### config.mk
export PLATFORM = sky130hd
export DESIGN_NAME = sorted_oneshot_timer_queue
export DESIGN_NICKNAME = d
export VERILOG_FILES = /design/src/rtl/sotq_pkg.sv /design/src/rtl/sotq_tick_conv.sv /design/src/rtl/sorted_oneshot_timer_queue.sv
export SDC_FILE = /design/constraint.sdc
export NUM_CORES = 2
export LEC_CHECK = 0
export BUFFER_PORTS_ARGS = -buffer_cell sky130_fd_sc_hd__buf_2
export CAP_MARGIN = 20
export CORE_UTILIZATION = 55
export CTS_CLUSTER_DIAMETER = 150
export DETAILED_ROUTE_END_ITERATION = 8
export PLACE_DENSITY = 0.71
export SYNTH_ARGS = -nofsm -noshare
export SYNTH_HDL_FRONTEND = slang
export SYNTH_SLANG_ARGS = --single-unit
### constraint.sdc
create_clock -name aclk -period 14.1 [get_ports aclk]
set_input_delay 2.115 -clock aclk [delete_from_list [all_inputs] [get_ports aclk]]
set_output_delay 2.115 -clock aclk [all_outputs]
set_load 0.03 [all_outputs]
### src/rtl/sotq_pkg.sv
// ----------------------------------------------------------------------------
// Sorted one-shot timer queue package
// Shared sizes, request and status codes and the delay-to-tick scaling.
// ----------------------------------------------------------------------------
package sotq_pkg;

    localparam int unsigned TIMER_SLOTS    = 16;
    localparam int unsigned TICK_PERIOD_MS = 10;
    localparam int unsigned MAX_EXPIRE     = 16;

    localparam int unsigned DELAY_W = 24;
    localparam int unsigned ID_W    = 32;
    localparam int unsigned TICK_W  = 48;
    localparam int unsigned REQ_W   = 2;
    localparam int unsigned STAT_W  = 3;

    localparam int unsigned IDX_W = $clog2(TIMER_SLOTS);
    localparam int unsigned CNT_W = $clog2(TIMER_SLOTS + 1);
    localparam int unsigned EXP_W = $clog2(MAX_EXPIRE + 1);

    // Exact division by the tick period for any DELAY_W-bit value:
    // q = (x * DIV_MULT) >> DIV_SHIFT with DIV_MULT = ceil(2^DIV_SHIFT / period).
    localparam int unsigned DIV_SHIFT = DELAY_W + $clog2(TICK_PERIOD_MS);
    localparam logic [DELAY_W:0] DIV_MULT =
        (DELAY_W + 1)'(((64'd1 << DIV_SHIFT) + 64'(TICK_PERIOD_MS) - 64'd1)
                       / 64'(TICK_PERIOD_MS));
    localparam int unsigned PROD_W = 2 * DELAY_W + 1;

    // request kinds
    localparam logic [REQ_W-1:0] REQ_ADD  = 2'd0;
    localparam logic [REQ_W-1:0] REQ_DEL  = 2'd1;
    localparam logic [REQ_W-1:0] REQ_TIME = 2'd2;

    // result status codes
    localparam logic [STAT_W-1:0] ST_ADDED     = 3'd0;
    localparam logic [STAT_W-1:0] ST_FULL      = 3'd1;
    localparam logic [STAT_W-1:0] ST_DELETED   = 3'd2;
    localparam logic [STAT_W-1:0] ST_NOT_FOUND = 3'd3;
    localparam logic [STAT_W-1:0] ST_EXPIRED   = 3'd4;

endpackage

### src/rtl/sotq_tick_conv.sv
// ----------------------------------------------------------------------------
// Delay to tick converter
// Scales a millisecond delay to whole ticks by a registered reciprocal multiply.
// ----------------------------------------------------------------------------
module sotq_tick_conv (
    input  logic                         aclk,
    input  logic                         load,
    input  logic [sotq_pkg::DELAY_W-1:0] delay_ms,
    output logic [sotq_pkg::DELAY_W-1:0] ticks
);

    logic [sotq_pkg::PROD_W-1:0] prod_reg;

    always_ff @(posedge aclk) begin
        if (load) begin
            prod_reg <= sotq_pkg::PROD_W'(delay_ms) * sotq_pkg::PROD_W'(sotq_pkg::DIV_MULT);
        end
    end

    // drop the fraction bits
    assign ticks = sotq_pkg::DELAY_W'(prod_reg >> sotq_pkg::DIV_SHIFT);

endmodule

### src/rtl/sorted_oneshot_timer_queue.sv
// ----------------------------------------------------------------------------
// Sorted one-shot timer queue
// Holds one-shot timers sorted by due tick; add, delete and expire on request.
// ----------------------------------------------------------------------------
// Usage:
//   The slave channel takes one request word at a time. s_tuser carries the
//   request kind (add, delete, time advance); s_tdata carries the delay in ms,
//   the id to delete and the new absolute tick. Each add or delete returns one
//   word on the master channel (status in m_tuser, id in m_tdata, tlast high).
//   A time advance returns one expired word per due timer, earliest first,
//   with tlast on the final one, and no word when nothing is due.
//   Work goes through one shared 48-bit compare and a single slot read port,
//   one slot per cycle: an add walks the queue down from the tail, a delete
//   scans from the head and then shifts the later timers down, and a time
//   advance shifts the queue once for each expired timer.
//   s_tready is high only while the sequencer is idle; one request is in
//   flight at a time.
//   A stalled master side holds the result word and parks the sequencer.
//   Reset empties the queue, sets the current tick to 1 and the next id to 1;
//   slot contents are not cleared and need no clearing pass.
// ----------------------------------------------------------------------------
module sorted_oneshot_timer_queue (
    input  logic         aclk,
    input  logic         aresetn,
    input  logic         s_tvalid,
    output logic         s_tready,
    input  logic [103:0] s_tdata,   // delay_ms[23:0], timer_id[55:24], now_tick[103:56]
    input  logic [1:0]   s_tuser,   // req_type[1:0]
    output logic         m_tvalid,
    input  logic         m_tready,
    output logic [31:0]  m_tdata,   // result_id[31:0]
    output logic [2:0]   m_tuser,   // status[2:0]
    output logic         m_tlast
);

    // sequencer states
    localparam logic [2:0] S_IDLE      = 3'd0;
    localparam logic [2:0] S_ADD_MUL   = 3'd1;
    localparam logic [2:0] S_ADD_SUM   = 3'd2;
    localparam logic [2:0] S_ADD_WALK  = 3'd3;
    localparam logic [2:0] S_DEL_SCAN  = 3'd4;
    localparam logic [2:0] S_SHIFT     = 3'd5;
    localparam logic [2:0] S_TIME_HEAD = 3'd6;
    localparam logic [2:0] S_EMIT      = 3'd7;

    localparam int unsigned IDX_W = sotq_pkg::IDX_W;
    localparam int unsigned CNT_W = sotq_pkg::CNT_W;
    localparam int unsigned EXP_W = sotq_pkg::EXP_W;
    localparam int unsigned ID_W  = sotq_pkg::ID_W;
    localparam int unsigned TICK_W = sotq_pkg::TICK_W;

    // unpack the request word
    logic [sotq_pkg::REQ_W-1:0]   in_req;
    logic [sotq_pkg::DELAY_W-1:0] in_delay;
    logic [ID_W-1:0]              in_id;
    logic [TICK_W-1:0]            in_now;

    assign in_req   = s_tuser;
    assign in_delay = s_tdata[23:0];
    assign in_id    = s_tdata[55:24];
    assign in_now   = s_tdata[103:56];

    // slot storage, one read and one write per cycle
    logic [ID_W-1:0]   ids_reg  [sotq_pkg::TIMER_SLOTS];
    logic [TICK_W-1:0] dues_reg [sotq_pkg::TIMER_SLOTS];

    // control and working registers
    logic [2:0]                  state_reg,   state_next;
    logic [sotq_pkg::REQ_W-1:0]  req_reg,     req_next;
    logic [CNT_W-1:0]            cnt_reg,     cnt_next;
    logic [CNT_W-1:0]            ptr_reg,     ptr_next;
    logic [EXP_W-1:0]            nexp_reg,    nexp_next;
    logic                        pend_reg,    pend_next;
    logic [TICK_W-1:0]           cur_reg,     cur_next;
    logic [ID_W-1:0]             nid_reg,     nid_next;
    logic [TICK_W-1:0]           key_due_reg, key_due_next;
    logic [ID_W-1:0]             key_id_reg,  key_id_next;
    logic [sotq_pkg::STAT_W-1:0] stat_reg,    stat_next;

    // output word register
    logic                        m_tvalid_reg;
    logic [ID_W-1:0]             m_tdata_reg;
    logic [sotq_pkg::STAT_W-1:0] m_tuser_reg;
    logic                        m_tlast_reg;

    logic                        out_load;
    logic [ID_W-1:0]             out_id;
    logic [sotq_pkg::STAT_W-1:0] out_stat;
    logic                        out_last;
    logic                        out_free;

    logic                        s_accept;
    logic [CNT_W-1:0]            rd_ptr;
    logic [ID_W-1:0]             rd_id;
    logic [TICK_W-1:0]           rd_due;
    logic                        rd_gt;
    logic                        due_now;

    logic                        wr_en;
    logic [CNT_W-1:0]            wr_ptr;
    logic [ID_W-1:0]             wr_id;
    logic [TICK_W-1:0]           wr_due;

    logic                        conv_load;
    logic [sotq_pkg::DELAY_W-1:0] conv_ticks;
    logic [ID_W-1:0]             nid_inc;

    sotq_tick_conv u_conv (
        .aclk     (aclk),
        .load     (conv_load),
        .delay_ms (in_delay),
        .ticks    (conv_ticks)
    );

    assign s_tready  = (state_reg == S_IDLE);
    assign s_accept  = s_tvalid && s_tready;
    assign out_free  = !m_tvalid_reg || m_tready;
    assign conv_load = s_accept && (in_req == sotq_pkg::REQ_ADD);

    assign m_tvalid = m_tvalid_reg;
    assign m_tdata  = m_tdata_reg;
    assign m_tuser  = m_tuser_reg;
    assign m_tlast  = m_tlast_reg;

    // next id counts modulo 2^32 and skips zero
    assign nid_inc = nid_reg + ID_W'(1);

    // single read port: pick the slot this state looks at
    always_comb begin
        rd_ptr = '0;
        unique case (state_reg)
            S_ADD_WALK: rd_ptr = ptr_reg - CNT_W'(1);
            S_DEL_SCAN: rd_ptr = ptr_reg;
            S_SHIFT:    rd_ptr = ptr_reg + CNT_W'(1);
            default:    rd_ptr = '0;
        endcase
    end

    assign rd_id  = ids_reg[rd_ptr[IDX_W-1:0]];
    assign rd_due = dues_reg[rd_ptr[IDX_W-1:0]];

    // the shared compare: slot due tick against the key tick
    assign rd_gt = rd_due > key_due_reg;

    // head timer expires on this pass
    assign due_now = (cnt_reg != '0) && (nexp_reg < EXP_W'(sotq_pkg::MAX_EXPIRE)) && !rd_gt;

    always_comb begin
        state_next   = state_reg;
        req_next     = req_reg;
        cnt_next     = cnt_reg;
        ptr_next     = ptr_reg;
        nexp_next    = nexp_reg;
        pend_next    = pend_reg;
        cur_next     = cur_reg;
        nid_next     = nid_reg;
        key_due_next = key_due_reg;
        key_id_next  = key_id_reg;
        stat_next    = stat_reg;
        wr_en        = 1'b0;
        wr_ptr       = ptr_reg;
        wr_id        = rd_id;
        wr_due       = rd_due;
        out_load     = 1'b0;
        out_id       = key_id_reg;
        out_stat     = stat_reg;
        out_last     = 1'b1;

        unique case (state_reg)
            S_IDLE: begin
                if (s_accept) begin
                    req_next = in_req;
                    unique case (in_req)
                        sotq_pkg::REQ_ADD: begin
                            if (cnt_reg == CNT_W'(sotq_pkg::TIMER_SLOTS)) begin
                                stat_next   = sotq_pkg::ST_FULL;
                                key_id_next = '0;
                                state_next  = S_EMIT;
                            end else begin
                                key_id_next = nid_reg;
                                nid_next    = (nid_inc == '0) ? ID_W'(1) : nid_inc;
                                state_next  = S_ADD_MUL;
                            end
                        end
                        sotq_pkg::REQ_DEL: begin
                            key_id_next = in_id;
                            ptr_next    = '0;
                            state_next  = S_DEL_SCAN;
                        end
                        sotq_pkg::REQ_TIME: begin
                            cur_next     = in_now;
                            key_due_next = in_now;
                            nexp_next    = '0;
                            pend_next    = 1'b0;
                            state_next   = S_TIME_HEAD;
                        end
                        default: begin
                            // unused kind: drop the word
                            state_next = S_IDLE;
                        end
                    endcase
                end
            end

            S_ADD_MUL: begin
                // product already sits in the converter register
                state_next = S_ADD_SUM;
            end

            S_ADD_SUM: begin
                key_due_next = cur_reg + TICK_W'(conv_ticks);
                ptr_next     = cnt_reg;
                state_next   = S_ADD_WALK;
            end

            S_ADD_WALK: begin
                // walk down from the tail, moving later timers up one slot
                wr_en = 1'b1;
                if ((ptr_reg != '0) && rd_gt) begin
                    ptr_next = ptr_reg - CNT_W'(1);
                end else begin
                    wr_id      = key_id_reg;
                    wr_due     = key_due_reg;
                    cnt_next   = cnt_reg + CNT_W'(1);
                    stat_next  = sotq_pkg::ST_ADDED;
                    state_next = S_EMIT;
                end
            end

            S_DEL_SCAN: begin
                if (ptr_reg < cnt_reg) begin
                    if (rd_id == key_id_reg) begin
                        stat_next  = sotq_pkg::ST_DELETED;
                        state_next = S_SHIFT;
                    end else begin
                        ptr_next = ptr_reg + CNT_W'(1);
                    end
                end else begin
                    stat_next   = sotq_pkg::ST_NOT_FOUND;
                    key_id_next = '0;
                    state_next  = S_EMIT;
                end
            end

            S_SHIFT: begin
                // close the gap at ptr, one slot per cycle
                if ((ptr_reg + CNT_W'(1)) < cnt_reg) begin
                    wr_en    = 1'b1;
                    ptr_next = ptr_reg + CNT_W'(1);
                end else begin
                    cnt_next   = cnt_reg - CNT_W'(1);
                    state_next = (req_reg == sotq_pkg::REQ_TIME) ? S_TIME_HEAD : S_EMIT;
                end
            end

            S_TIME_HEAD: begin
                if (!pend_reg || out_free) begin
                    if (pend_reg) begin
                        out_load = 1'b1;
                        out_stat = sotq_pkg::ST_EXPIRED;
                        out_last = !due_now;
                    end
                    if (due_now) begin
                        key_id_next = rd_id;
                        pend_next   = 1'b1;
                        nexp_next   = nexp_reg + EXP_W'(1);
                        ptr_next    = '0;
                        state_next  = S_SHIFT;
                    end else begin
                        pend_next  = 1'b0;
                        state_next = S_IDLE;
                    end
                end
            end

            S_EMIT: begin
                if (out_free) begin
                    out_load   = 1'b1;
                    state_next = S_IDLE;
                end
            end

            default: begin
                state_next = S_IDLE;
            end
        endcase
    end

    always_ff @(posedge aclk) begin
        if (!aresetn) begin
            state_reg    <= S_IDLE;
            req_reg      <= sotq_pkg::REQ_ADD;
            cnt_reg      <= '0;
            ptr_reg      <= '0;
            nexp_reg     <= '0;
            pend_reg     <= 1'b0;
            cur_reg      <= TICK_W'(1);
            nid_reg      <= ID_W'(1);
            m_tvalid_reg <= 1'b0;
        end else begin
            state_reg <= state_next;
            req_reg   <= req_next;
            cnt_reg   <= cnt_next;
            ptr_reg   <= ptr_next;
            nexp_reg  <= nexp_next;
            pend_reg  <= pend_next;
            cur_reg   <= cur_next;
            nid_reg   <= nid_next;
            if (out_load) begin
                m_tvalid_reg <= 1'b1;
            end else if (m_tready) begin
                m_tvalid_reg <= 1'b0;
            end
        end
    end

    // payload registers
    always_ff @(posedge aclk) begin
        key_due_reg <= key_due_next;
        key_id_reg  <= key_id_next;
        stat_reg    <= stat_next;
        if (out_load) begin
            m_tdata_reg <= out_id;
            m_tuser_reg <= out_stat;
            m_tlast_reg <= out_last;
        end
        if (wr_en) begin
            ids_reg[wr_ptr[IDX_W-1:0]]  <= wr_id;
            dues_reg[wr_ptr[IDX_W-1:0]] <= wr_due;
        end
    end

    // ------------------------------------------------------------------------
    // assertions
    // ------------------------------------------------------------------------
    a_count_bound: assert property (@(posedge aclk) disable iff (!aresetn)
        cnt_reg <= CNT_W'(sotq_pkg::TIMER_SLOTS))
        else $error("timer count beyond slot count");

    a_id_nonzero: assert property (@(posedge aclk) disable iff (!aresetn)
        nid_reg != '0)
        else $error("next id is zero");

    a_full_keeps_id: assert property (@(posedge aclk) disable iff (!aresetn)
        (s_accept && (in_req == sotq_pkg::REQ_ADD)
         && (cnt_reg == CNT_W'(sotq_pkg::TIMER_SLOTS))) |=> $stable(nid_reg))
        else $error("full add advanced the next id");

    a_expire_bound: assert property (@(posedge aclk) disable iff (!aresetn)
        nexp_reg <= EXP_W'(sotq_pkg::MAX_EXPIRE))
        else $error("too many expiries in one time advance");

    a_load_free: assert property (@(posedge aclk) disable iff (!aresetn)
        out_load |-> out_free)
        else $error("result word overwritten while stalled");

endmodule
==> flow_summary.json <==
{
  "p_sw_mw": 6.32,
  "hold_depth": 2,
  "clock_skew_ns": 0.0377,
  "initial_core_util": 0.556,
  "routedWlPerCell_um": 24.5,
  "worstReg2RegEnd": "dues_reg[14][32]",
  "maxCapViolCount": 0,
  "peakVddDrop_uv": 247,
  "path_cells": "nand3b_2 > o2bb2ai_4 > buf_12 > buf_4 > nand2_1 > and3_1 > a311oi_1 > a311oi_1 > a31oi_1 > ha_1 > nand3_1 > nor3_1 > and3_1 > nand4_1 > or4_1 > nor4_1 > o21bai_1 > a21oi_1 > nor2_4 > buf_4 > mux2_2",
  "insertion_delay_ns": 0.79,
  "tritoncts": "built",
  "fin_tns_setup_ns": 0,
  "via_count": 49600,
  "p_seq_frac": 0.363,
  "cts-root-buf": "clkbuf_16",
  "post_drt_via_cell_ratio": 6.10,
  "clockBufferDepth": 3,
  "min_path_type": "register to register",
  "critical_path.top_delay_family": "simple AND/OR/NAND/NOR gates",
  "power_density_nw_per_um2": 210,
  "max_stage_delay_ns": 0.84,
  "grt_pass1_wl_um": 298000,
  "hpwl_um": 118000,
  "drt_pass1_iterations": 5,
  "min_period_ns": 9.00,
  "post_dp_cell_area_um2": 77200,
  "io_pins": 148,
  "leakage_nw": 31.9,
  "htreeDepth": 4,
  "largest_reg_flops": 768,
  "synth_top_area_cell": "edfxtp_1",
  "r2r_cells": 21,
  "num-fill-cells": 10200,
  "remaining_drc_errors": 0,
  "numClockSinks": 1521,
  "grtUsageTotal": 0.290,
  "async_reset_ff_frac": 0,
  "final_nets": 6918,
  "ys_ff_latch": 1521,
  "power_frac_comb": 0.410,
  "finalHoldViolCount": 0,
  "period_share": 0.639,
  "dieArea_um2": 137000,
  "path_class": "register to register",
  "postRouteAntennaNets": 0,
  "cts_resized": 0,
  "overflow": 0,
  "grt_pass1_vias": 48700,
  "fp.dieH_um": 370,
  "cp_num_buf_inv": 3,
  "syn_nets": 6834,
  "core_um2": 134000,
  "ys.warnings.count": 0,
  "area_delta_synth_final_pct": 10.1,
  "path_max_fanout": 123,
  "cp_slowest_cell": "dfxtp_1",
  "r2r-start": "ptr_reg[0]",
  "min_from": "cur_reg[3]",
  "drt-total-wl_um": 199000,
  "slew_violations": 0,
  "grt_antenna_before_repair": 15,
  "synth_top_cells_by_count": "edfxtp_1, nand2_1, nand3_1, inv_1, ha_1",
  "worstHoldEndpoint": "cur_reg[3]",
  "crit_path_start_kind": "register",
  "syn_area_per_cell_um2": 12.1,
  "hold_ws_ns": 0.459,
  "gp_congestion": 0.939,
  "synth_area_leaders": "edfxtp_1, nand2_1, ha_1, fa_1, nand3_1",
  "portBuffers": 147,
  "worstSetupEndpointType": "register",
  "design_area_um2": 82000,
  "slew_headroom": 0.241,
  "crit_arrival_ns": 9.48,
  "cp.required_ns": 14.57,
  "rsz0062_at_grt": "no",
  "clkPwrFrac": 0.227,
  "worstMarginPinSlew_ns": 1.14,
  "syn-cell-area_um2": 74500,
  "postCtsSetupBuffers": 0,
  "synth-edff-count": 1419,
  "status": "completed",
  "die_w_um": 370,
  "synth_top_cell_area_share": 0.572,
  "synth_top_flop_cell": "edfxtp_1",
  "synth.yosys.seq_area_share": 0.600,
  "fmax_ghz": 0.111,
  "switching_share": 0.368,
  "intPower_mw": 10.9,
  "clk_pin_slew_ns": 0.06,
  "grt_max_degree": 177,
  "numCtsBuffers": 152,
  "drive_gt1_frac": 0.0939,
  "dr.first_iter.drc_count": 5925,
  "rows": 134,
  "finalSetupViolCount": 0,
  "r2r_setup_slack_ns": 5.10,
  "cts_hold_buf": 0,
  "ys_types": 76,
  "synthCells": 6163,
  "yosysMostFrequentCell": "edfxtp_1"
}
==> worst min-delay path, delay by kind of cell (launching register included) <==
| family | cells | cell delay (ns) |
|---|---|---|
| AO/OA/AOI/OAI | 1 | 0.05 |
| flip-flops | 1 | 0.31 |
| AND/OR/NAND/NOR | 1 | 0.05 |
==> stage by stage <==
stage | instances | total power, mW | worst slack, ns | utilization
after floorplan | 6163 | 11.2 | 2.84 | -
after global placement | 7859 | 13.1 | 4.92 | 0.576
after detailed placement | 7860 | 13.3 | 4.84 | 0.576
after CTS | 8128 | 17.2 | 5.30 | 0.612
after global routing | 8132 | 18.2 | 4.84 | 0.612
final | 8133 | 17.2 | 5.10 | 0.612
==> per-layer routing <==
metal	up-vias	global-route usage	part of all wire
met5	-	0	0.00061
met1	24600	0.397	0.40
met4	20	0.0935	0.030
li1	22300	-	-
met3	344	0.0580	0.093
met2	2300	0.466	0.47
==> final cells by class <==
type | count | area (µm²) | area share
timing repair buffer | 272 | 1750 | 0.0213
inverter | 398 | 1500 | 0.0182
antenna | 4 | 10.0 | 0.000122
clock buffer | 186 | 4070 | 0.0496
multi-input combinational | 3902 | 27100 | 0.331
clock inverter | 82 | 707 | 0.00862
sequential | 1521 | 44700 | 0.544
tap | 1768 | 2210 | 0.0270
==> power groups by stage <==
stage / clock network, mW / registers [mW] / logic [mW]
4_1_cts: 3.94 / 6.24 / 7.03
5_1_grt: 4.10 / 6.25 / 7.84
3_3_place_gp: 0 / 6.33 / 6.79
2_1_floorplan: 0 / 6.28 / 4.91
6_report: 3.91 / 6.24 / 7.05
3_5_place_dp: 0 / 6.33 / 6.98
==> cell families after synthesis <==
group           synth area share
simple gates               0.122
flops                      0.600
compound gates            0.0826
buf+inv                   0.0394
fa+ha+maj                  0.115
xor+xnor                  0.0194
mux                       0.0211
==> placed cells by master (no fill, tap or decap), drive strengths merged, types with 12 or more instances in the layout <==
cell	instances
a22oi	98
inv	407
buf	272
dfxtp	102
clkbuf	186
a32o	31
nand3	470
a311oi	97
nand2	1282
nand4	35
nor2	123
a21o	60
mux2i	102
xnor2	52
edfxtp	1419
clkinv	63
nand2b	20
a221oi	39
nor2b	20
a211oi	12
and2	18
nor3	27
fa	209
a31oi	60
and3	73
o22ai	50
xor2	113
or3	15
ha	352
a21oi	280
o21ai	121
mux2	49
==> how the worst max path moves through the flow <==
stage               start                   to  depth (start not counted)
5_1_grt        ptr_reg[0]      dues_reg[7][39]                         21
3_3_place_gp   s_tdata[8]  u_conv.prod_reg[48]                         27
2_1_floorplan  ptr_reg[0]        key_id_reg[0]                         26
4_1_cts        ptr_reg[0]      dues_reg[6][36]                         21
3_5_place_dp   s_tdata[8]  u_conv.prod_reg[48]                         27
6_report       ptr_reg[0]     dues_reg[14][32]                         21
Power figures use the tool's default switching activity.
